==> src/hdl/mwe_pkg.sv <==
// Shared types and constants for the Microwire EEPROM read master.
package mwe_pkg;

  // Field widths of the stream items and width of the delay counter
  localparam int unsigned AddrFieldW = 10;
  localparam int unsigned WordFieldW = 16;
  localparam int unsigned UnitW      = 16;
  localparam int unsigned DelayW     = 18;

  // Default geometry of the EEPROM
  localparam int unsigned AddressBitsDef = 10;
  localparam int unsigned DataBitsDef    = 16;

  // Reset value of the unit length register
  localparam logic [UnitW-1:0] UnitTicksReset = 16'd500;

  // Sequencer phases
  typedef enum logic [3:0] {
    PhIdle   = 4'd0,
    PhCsWait = 4'd1,
    PhSetup  = 4'd2,
    PhHigh   = 4'd3,
    PhLow    = 4'd4,
    PhCmdGap = 4'd5,
    PhAdrGap = 4'd6,
    PhRdHigh = 4'd7,
    PhRdLow  = 4'd8,
    PhTail   = 4'd9
  } phase_e;

  // Result of one tick
  typedef struct packed {
    logic [WordFieldW-1:0] read_word;
    logic                  done_res;
    logic                  busy_res;
    logic                  data_in_pin;
    logic                  serial_clock;
    logic                  chip_select;
  } res_t;

endpackage

==> src/hdl/mwe_seq.sv <==
// Tick sequencer: phase, delay and bit state plus the pin levels of each tick.
module mwe_seq #(
  parameter int unsigned ADDRESS_BITS = mwe_pkg::AddressBitsDef,
  parameter int unsigned DATA_BITS    = mwe_pkg::DataBitsDef
) (
  input  logic                            clk_i,
  input  logic                            rst_ni,
  input  logic                            step_i,
  input  logic                            action_i,
  input  logic [mwe_pkg::AddrFieldW-1:0]  word_address_i,
  input  logic                            data_out_pin_i,
  input  logic [mwe_pkg::UnitW-1:0]       unit_ticks_i,
  output mwe_pkg::res_t                   res_o
);

  localparam int unsigned CntMax  = (ADDRESS_BITS + 3 > DATA_BITS) ? ADDRESS_BITS + 3 : DATA_BITS;
  localparam int unsigned CntW    = $clog2(CntMax);
  localparam int unsigned AdrIdxW = $clog2(ADDRESS_BITS);
  localparam logic [CntW-1:0] CmdLast  = CntW'(2);
  localparam logic [CntW-1:0] CmdBits  = CntW'(3);
  localparam logic [CntW-1:0] SendLast = CntW'(ADDRESS_BITS + 2);
  localparam logic [CntW-1:0] DataLast = CntW'(DATA_BITS - 1);

  mwe_pkg::phase_e                 phase_q, phase_d;
  logic [CntW-1:0]                 cnt_q, cnt_d;
  logic [mwe_pkg::DelayW-1:0]      dly_q, dly_d;
  logic [ADDRESS_BITS-1:0]         adr_q, adr_d;
  logic [DATA_BITS-1:0]            shw_q, shw_d;

  logic [mwe_pkg::DelayW-1:0]      unit1, unit2, unit3, dly_dec;
  logic [CntW-1:0]                 adr_pos;
  logic                            done, send_bit;
  logic [mwe_pkg::WordFieldW-1:0]  word;

  // Delay lengths of one, two and three units; a zero unit counts as one
  assign unit1 = (unit_ticks_i == '0) ? mwe_pkg::DelayW'(1)
                                      : mwe_pkg::DelayW'(unit_ticks_i);
  assign unit2 = {unit1[mwe_pkg::DelayW-2:0], 1'b0};
  assign unit3 = unit1 + unit2;
  assign dly_dec = (dly_q != '0) ? dly_q - 1'b1 : dly_q;

  // Advance the phase sequence by one tick
  always_comb begin
    phase_d = phase_q;
    cnt_d   = cnt_q;
    dly_d   = dly_q;
    adr_d   = adr_q;
    shw_d   = shw_q;
    done    = 1'b0;
    word    = '0;
    if (phase_q == mwe_pkg::PhIdle) begin
      if (action_i) begin
        adr_d   = ADDRESS_BITS'(word_address_i);
        shw_d   = '0;
        cnt_d   = '0;
        phase_d = mwe_pkg::PhCsWait;
        dly_d   = unit2;
      end
    end else begin
      dly_d = dly_dec;
      if (dly_dec == '0) begin
        unique case (phase_q)
          mwe_pkg::PhCsWait: begin
            cnt_d   = '0;
            phase_d = mwe_pkg::PhSetup;
            dly_d   = unit1;
          end
          mwe_pkg::PhSetup: begin
            phase_d = mwe_pkg::PhHigh;
            dly_d   = unit2;
          end
          mwe_pkg::PhHigh: begin
            phase_d = mwe_pkg::PhLow;
            dly_d   = unit1;
          end
          mwe_pkg::PhLow: begin
            if (cnt_q == CmdLast) begin
              phase_d = mwe_pkg::PhCmdGap;
              dly_d   = unit3;
            end else if (cnt_q >= SendLast) begin
              phase_d = mwe_pkg::PhAdrGap;
              dly_d   = unit3;
            end else begin
              cnt_d   = cnt_q + 1'b1;
              phase_d = mwe_pkg::PhSetup;
              dly_d   = unit1;
            end
          end
          mwe_pkg::PhCmdGap: begin
            cnt_d   = CmdBits;
            phase_d = mwe_pkg::PhSetup;
            dly_d   = unit1;
          end
          mwe_pkg::PhAdrGap: begin
            cnt_d   = '0;
            phase_d = mwe_pkg::PhRdHigh;
            dly_d   = unit2;
          end
          mwe_pkg::PhRdHigh: begin
            // sample on the tick that drops the clock, first bit ends as MSB
            shw_d   = {shw_q[DATA_BITS-2:0], data_out_pin_i};
            phase_d = mwe_pkg::PhRdLow;
            dly_d   = unit2;
          end
          mwe_pkg::PhRdLow: begin
            if (cnt_q >= DataLast) begin
              phase_d = mwe_pkg::PhTail;
              dly_d   = unit2;
            end else begin
              cnt_d   = cnt_q + 1'b1;
              phase_d = mwe_pkg::PhRdHigh;
              dly_d   = unit2;
            end
          end
          mwe_pkg::PhTail: begin
            phase_d = mwe_pkg::PhIdle;
            cnt_d   = '0;
            done    = 1'b1;
            word    = mwe_pkg::WordFieldW'(shw_q);
          end
          default: begin
            phase_d = mwe_pkg::PhIdle;
          end
        endcase
      end
    end
  end

  // Select the bit to send: command 1,1,0, then the address MSB first
  assign adr_pos = SendLast - cnt_d;
  always_comb begin
    if (cnt_d < CmdBits) begin
      send_bit = (cnt_d < CmdLast);
    end else if (cnt_d <= SendLast) begin
      send_bit = adr_d[adr_pos[AdrIdxW-1:0]];
    end else begin
      send_bit = 1'b0;
    end
  end

  // Pin levels held during this tick
  always_comb begin
    res_o.chip_select  = (phase_d != mwe_pkg::PhIdle);
    res_o.busy_res     = (phase_d != mwe_pkg::PhIdle);
    res_o.serial_clock = (phase_d == mwe_pkg::PhHigh) || (phase_d == mwe_pkg::PhRdHigh);
    res_o.data_in_pin  = ((phase_d == mwe_pkg::PhSetup) || (phase_d == mwe_pkg::PhHigh) ||
                          (phase_d == mwe_pkg::PhLow)) && send_bit;
    res_o.done_res     = done;
    res_o.read_word    = word;
  end

  // Hold the state between ticks
  always_ff @(posedge clk_i or negedge rst_ni) begin
    if (!rst_ni) begin
      phase_q <= mwe_pkg::PhIdle;
      cnt_q   <= '0;
      dly_q   <= '0;
      adr_q   <= '0;
      shw_q   <= '0;
    end else if (step_i) begin
      phase_q <= phase_d;
      cnt_q   <= cnt_d;
      dly_q   <= dly_d;
      adr_q   <= adr_d;
      shw_q   <= shw_d;
    end
  end

endmodule

==> src/hdl/microwire_eeprom_read_master_core.sv <==
// Top level of the Microwire EEPROM read master: stream ports, unit register, result register.
//
// Each input item is one timing tick and produces exactly one result item with the pin
// levels of that tick. A read request in idle starts the full chip select, command,
// address and 16-bit read sequence; requests are ignored while a read is running. Delays
// are counted in ticks as multiples of the unit_ticks register (0 counts as 1). One item
// is accepted per clock cycle and its result appears in the result register on the next
// cycle; the sequencer state is updated in that single cycle, and input stalls only when
// the result register is full and not being taken.
module microwire_eeprom_read_master_core #(
  parameter int unsigned ADDRESS_BITS = mwe_pkg::AddressBitsDef,
  parameter int unsigned DATA_BITS    = mwe_pkg::DataBitsDef
) (
  input  logic                       clk_i,
  input  logic                       rst_ni,
  // unit_ticks write channel
  input  logic                       cfg_valid_i,
  output logic                       cfg_ready_o,
  input  logic [mwe_pkg::UnitW-1:0]  cfg_data_i,
  // tick input
  input  logic                       s_axis_tvalid_i,
  output logic                       s_axis_tready_o,
  input  logic [15:0]                s_axis_tdata_i,   // word_address[9:0], data_out_pin[10]
  input  logic                       s_axis_tuser_i,   // action[0]
  // tick result
  output logic                       m_axis_tvalid_o,
  input  logic                       m_axis_tready_i,
  output logic [23:0]                m_axis_tdata_o    // chip_select[0], serial_clock[1],
                                                       // data_in_pin[2], busy_res[3],
                                                       // done_res[4], read_word[20:5]
);

  logic [mwe_pkg::UnitW-1:0] unit_q;
  logic                      out_valid_q;
  logic [23:0]               out_data_q;
  logic                      step;
  mwe_pkg::res_t             res;

  // Accept a tick whenever the result register is free or draining
  assign s_axis_tready_o = !out_valid_q || m_axis_tready_i;
  assign step            = s_axis_tvalid_i && s_axis_tready_o;
  assign cfg_ready_o     = 1'b1;

  // Hold the unit length
  always_ff @(posedge clk_i or negedge rst_ni) begin
    if (!rst_ni) begin
      unit_q <= mwe_pkg::UnitTicksReset;
    end else if (cfg_valid_i) begin
      unit_q <= cfg_data_i;
    end
  end

  mwe_seq #(
    .ADDRESS_BITS(ADDRESS_BITS),
    .DATA_BITS   (DATA_BITS)
  ) u_seq (
    .clk_i         (clk_i),
    .rst_ni        (rst_ni),
    .step_i        (step),
    .action_i      (s_axis_tuser_i),
    .word_address_i(s_axis_tdata_i[9:0]),
    .data_out_pin_i(s_axis_tdata_i[10]),
    .unit_ticks_i  (unit_q),
    .res_o         (res)
  );

  // Result register valid flag
  always_ff @(posedge clk_i or negedge rst_ni) begin
    if (!rst_ni) begin
      out_valid_q <= 1'b0;
    end else if (step) begin
      out_valid_q <= 1'b1;
    end else if (m_axis_tready_i) begin
      out_valid_q <= 1'b0;
    end
  end

  // Load the result item
  always_ff @(posedge clk_i) begin
    if (step) begin
      out_data_q <= {3'b000, res.read_word, res.done_res, res.busy_res,
                     res.data_in_pin, res.serial_clock, res.chip_select};
    end
  end

  assign m_axis_tvalid_o = out_valid_q;
  assign m_axis_tdata_o  = out_data_q;

endmodule
==> config.mk <==
export PLATFORM = sky130hd
export DESIGN_NAME = microwire_eeprom_read_master_core
export DESIGN_NICKNAME = d
export VERILOG_FILES = /design/src/hdl/mwe_pkg.sv /design/src/hdl/mwe_seq.sv /design/src/hdl/microwire_eeprom_read_master_core.sv
export SDC_FILE = /design/constraint.sdc
export NUM_CORES = 1
export LEC_CHECK = 0
export BUFFER_PORTS_ARGS = -buffer_cell sky130_fd_sc_hd__buf_2
export CAP_MARGIN = 20
export CELL_PAD_IN_SITES_DETAIL_PLACEMENT = 2
export CELL_PAD_IN_SITES_GLOBAL_PLACEMENT = 2
export CORE_MARGIN = 4
export CORE_UTILIZATION = 40
export CTS_CLUSTER_DIAMETER = 200
export DETAILED_ROUTE_END_ITERATION = 10
export GPL_ROUTABILITY_DRIVEN = 0
export PLACE_DENSITY_LB_ADDON = 0.1
export SLEW_MARGIN = 10
export SYNTH_ARGS = -nofsm -noshare
export SYNTH_HDL_FRONTEND = slang
export SYNTH_HIERARCHICAL = 1
export SYNTH_SLANG_ARGS = --single-unit
==> constraint.sdc <==
create_clock -name clk_i -period 9.7 [get_ports clk_i]
set_input_delay 1.94 -clock clk_i [delete_from_list [all_inputs] [get_ports clk_i]]
set_output_delay 1.94 -clock clk_i [all_outputs]
set_load 0.01 [all_outputs]
==> metrics <==
status completed; fin crit share between 50% and 60%; commonest non-fill, non-tap cell in the layout nand2_1; most frequent cells in the layout nand2_1, dfrtp_1, buf_2, o21ai_0, nor2_1; number of synthesized register bits 90; post-DR wirelength/cell ~21 um; DRT antenna net count 0; DRC 0; clock latency at the later pin of the worst-skew pair roughly 0.36 ns; Max Cap Viol 0; Leakage about 0.0029 uW; Synth Warn # 6; nets@finish around 780; Post-synth EDFFs 21; post-CTS setup buffer count 0; global-route usage over all layers between 20% and 30%; clock sink count 90; crit path max fanout 17; Clock Path Buffers 2; Avg Cell Area, Syn slightly above 9 um^2; Post-Synth Adder-Cell Area slightly below 6%; post-synthesis sequential area ratio a little under two fifths; final setup fails 0; number of buffers created by CTS 9; Compound-Gate Fraction of Synth Area between 20% and 30%; Setup Total Neg Slack 0 ns; largest family of logic cells by synthesized area compound AO/OA/AOI/OAI gates; Relative slew margins a little over a third; Post-Synth XOR/XNOR Area between 2 and 2.5%; TritonCTS clock tree yes; Worst Setup Start Kind flop; Setup crit end kind flop; WP data required between 9 and 10 ns; Placeable Area between 15000 and 20000 um^2; drt first-iter violations between 200 and 300; die width approximately 130 um; Worst-path clk slew approximately 0.07 ns; ant diodes 0; CP arrival between 5 and 6 ns; Hold-fix buffers, CTS 0; GR Util met2 approximately two fifths; Vias 5410; Die Height around 130 um; share of post-route cells with drive strength above 1 17.9%; Final Hold Viols 0; Clock Tree Root clkbuf_16; Peak Freq between 150 and 200 MHz; post-route setup slack roughly 4.3 ns; GR met3 Demand/Resource 3.13%; final HPWL from detailed placement roughly 14 mm; total grt overflow 0; fill count 1687; Synth cell types 80; WL final around 19 mm; met1 capacity usage during global routing between 20% and 30%; post-synthesis mux area share around 6.5%; largest net degree at the start of global routing 70; Initial Util between 40% and 50%; FP Rows between 40 and 50; via/cell ratio between 5 and 6; Final min period ~5.4 ns; RSZ-0062 raised after global routing false; Hold Path Class flop to flop; Clock H-tree levels 3; Layout Skew a little under 0.01 ns; P per Cell Area between 200 and 250 nW/um^2; simple-gate share of the synthesized area between 20% and 30%; Ports 65; die area 17500 um^2; Synth Flop Type dfrtp_1; Gate Count Post-Synth between 600 and 700; vias in the first global route 5704; Layout area overhead 10.7%; async set-or-reset flop fraction in the synthesized netlist 76.7%; DRT Pass-1 Iters 4; initial antenna violation count 0; Worst IR Drop VDD approximately 0.09 mV; fin. max-slew vios 0; Netlist Area Pre-Place between 6000 and 7000 um^2; first-pass GRT wire length between 30 and 40 mm; number of I/O port buffers 55; Setup CP Type flop to flop; busiest grt layer met2; cts repair resizes 0; Post-Place Worst Slack ~4.3 ns; Worst-Margin Slew roughly 0.96 ns
cell usage after synthesis (5+ instances only):
cell type,count,area [um^2]
a21oi_1,44,220
a22o_1,21,184
a22oi_1,6,45.0
a31oi_1,7,43.8
and2_1,31,194
and3_1,7,43.8
buf_4,6,45.0
clkbuf_1,27,101
dfrtp_1,63,1580
dfstp_2,6,158
edfxtp_1,21,631
ha_1,27,338
inv_1,33,124
mux2_2,18,203
mux2_4,12,180
nand2_1,65,244
nand2b_1,10,62.6
nand3_1,18,90.1
nand4_1,7,43.8
nor2_1,46,173
nor3_1,13,65.1
o211ai_1,5,37.5
o21a_1,5,37.5
o21ai_0,50,250
o22ai_1,6,37.5
o31ai_1,6,45.0
or3_1,12,75.1
xnor2_1,8,70.1
xor2_1,7,61.3
critical path, cell delays in order (launching register included):
cell,delay (ns)
dfrtp_1,0.45
inv_1,0.10
ha_1,0.18
and4_1,0.25
nand4_1,0.14
or3_1,0.58
and2_1,0.34
ha_1,0.31
a31o_2,0.24
a21oi_1,0.32
o211ai_1,0.19
a21oi_1,0.19
o211ai_1,0.13
a2111oi_0,0.61
nor2_1,0.15
xor2_1,0.19
a221o_1,0.32
a2111oi_0,0.44
nor2_1,0.10
registers in the layout, indices dropped and copies added, names as in the netlist:
signal / flops
m_axis_tdata_o: 21
u_seq/adr_q: 10
u_seq/dly_q: 18
u_seq/cnt_q: 4
u_seq/shw_q: 16
m_axis_tvalid_o: 1
u_seq/phase_q: 4
unit_q: 16
through the flow:
step	std cells	area, um^2	utilization (%)	hold WS [ns]	total power (uW)
3_5_place_dp	887	6540	43.1	0.489	1250
3_3_place_gp	887	6540	43.1	0.480	1210
2_1_floorplan	679	6180	-	0.465	1050
4_1_cts	903	6830	45.1	0.502	1630
5_1_grt	903	6830	45.1	0.518	1730
6_report	903	6830	45.1	0.500	1610
power by group:
group	leakage, uW	internal, uW	switching [uW]	total, uW
Clock	0.000149	202	165	368
Sequential	0.00107	465	114	579
Combinational	0.00168	265	400	665
kinds of logic (layout without fill, tap and decap cells):
kind of cell / after synthesis / after routing
xor gates and xnor gates: 15 / 15
AOI/OAI and AO/OA: 196 / 196
DFF: 90 / 90
other: 2 / 4
adders and majority gates: 28 / 28
muxes: 32 / 32
and+or+nand+nor: 240 / 240
buffers and inverters: 74 / 110
routing by layer:
metal	share of wire (%)	wire [um]
met1	44	8080
met3	3.2	591
met4	1.9	349
met2	51	9520
met5	0	0
final cells by class:
class	count	area [um^2]	area share, %
repair buffers	60	315	4.61
inverters	34	128	1.87
clock inverters	7	73.8	1.08
multi-input cells	515	3490	51.1
well taps	188	235	3.44
flip-flops and latches	90	2360	34.6
clock buffers	9	225	3.30
worst paths after layout:
check,endpoint,cells after the start,from,slack (ns)
setup reg to reg,u_seq/dly_q[14],18,unit_q[15],4.34
hold / removal,u_seq/adr_q[2],1,u_seq/adr_q[2],0.50
min in group asynchronous,u_seq/phase_q[3],1,rst_ni,1.73
max in group asynchronous,unit_q[9],1,rst_ni,7.36
hold reg to reg,u_seq/adr_q[2],1,u_seq/adr_q[2],0.50
setup / recovery,u_seq/dly_q[14],18,unit_q[15],4.34
No activity file was read; power rests on OpenSTA's default activity.
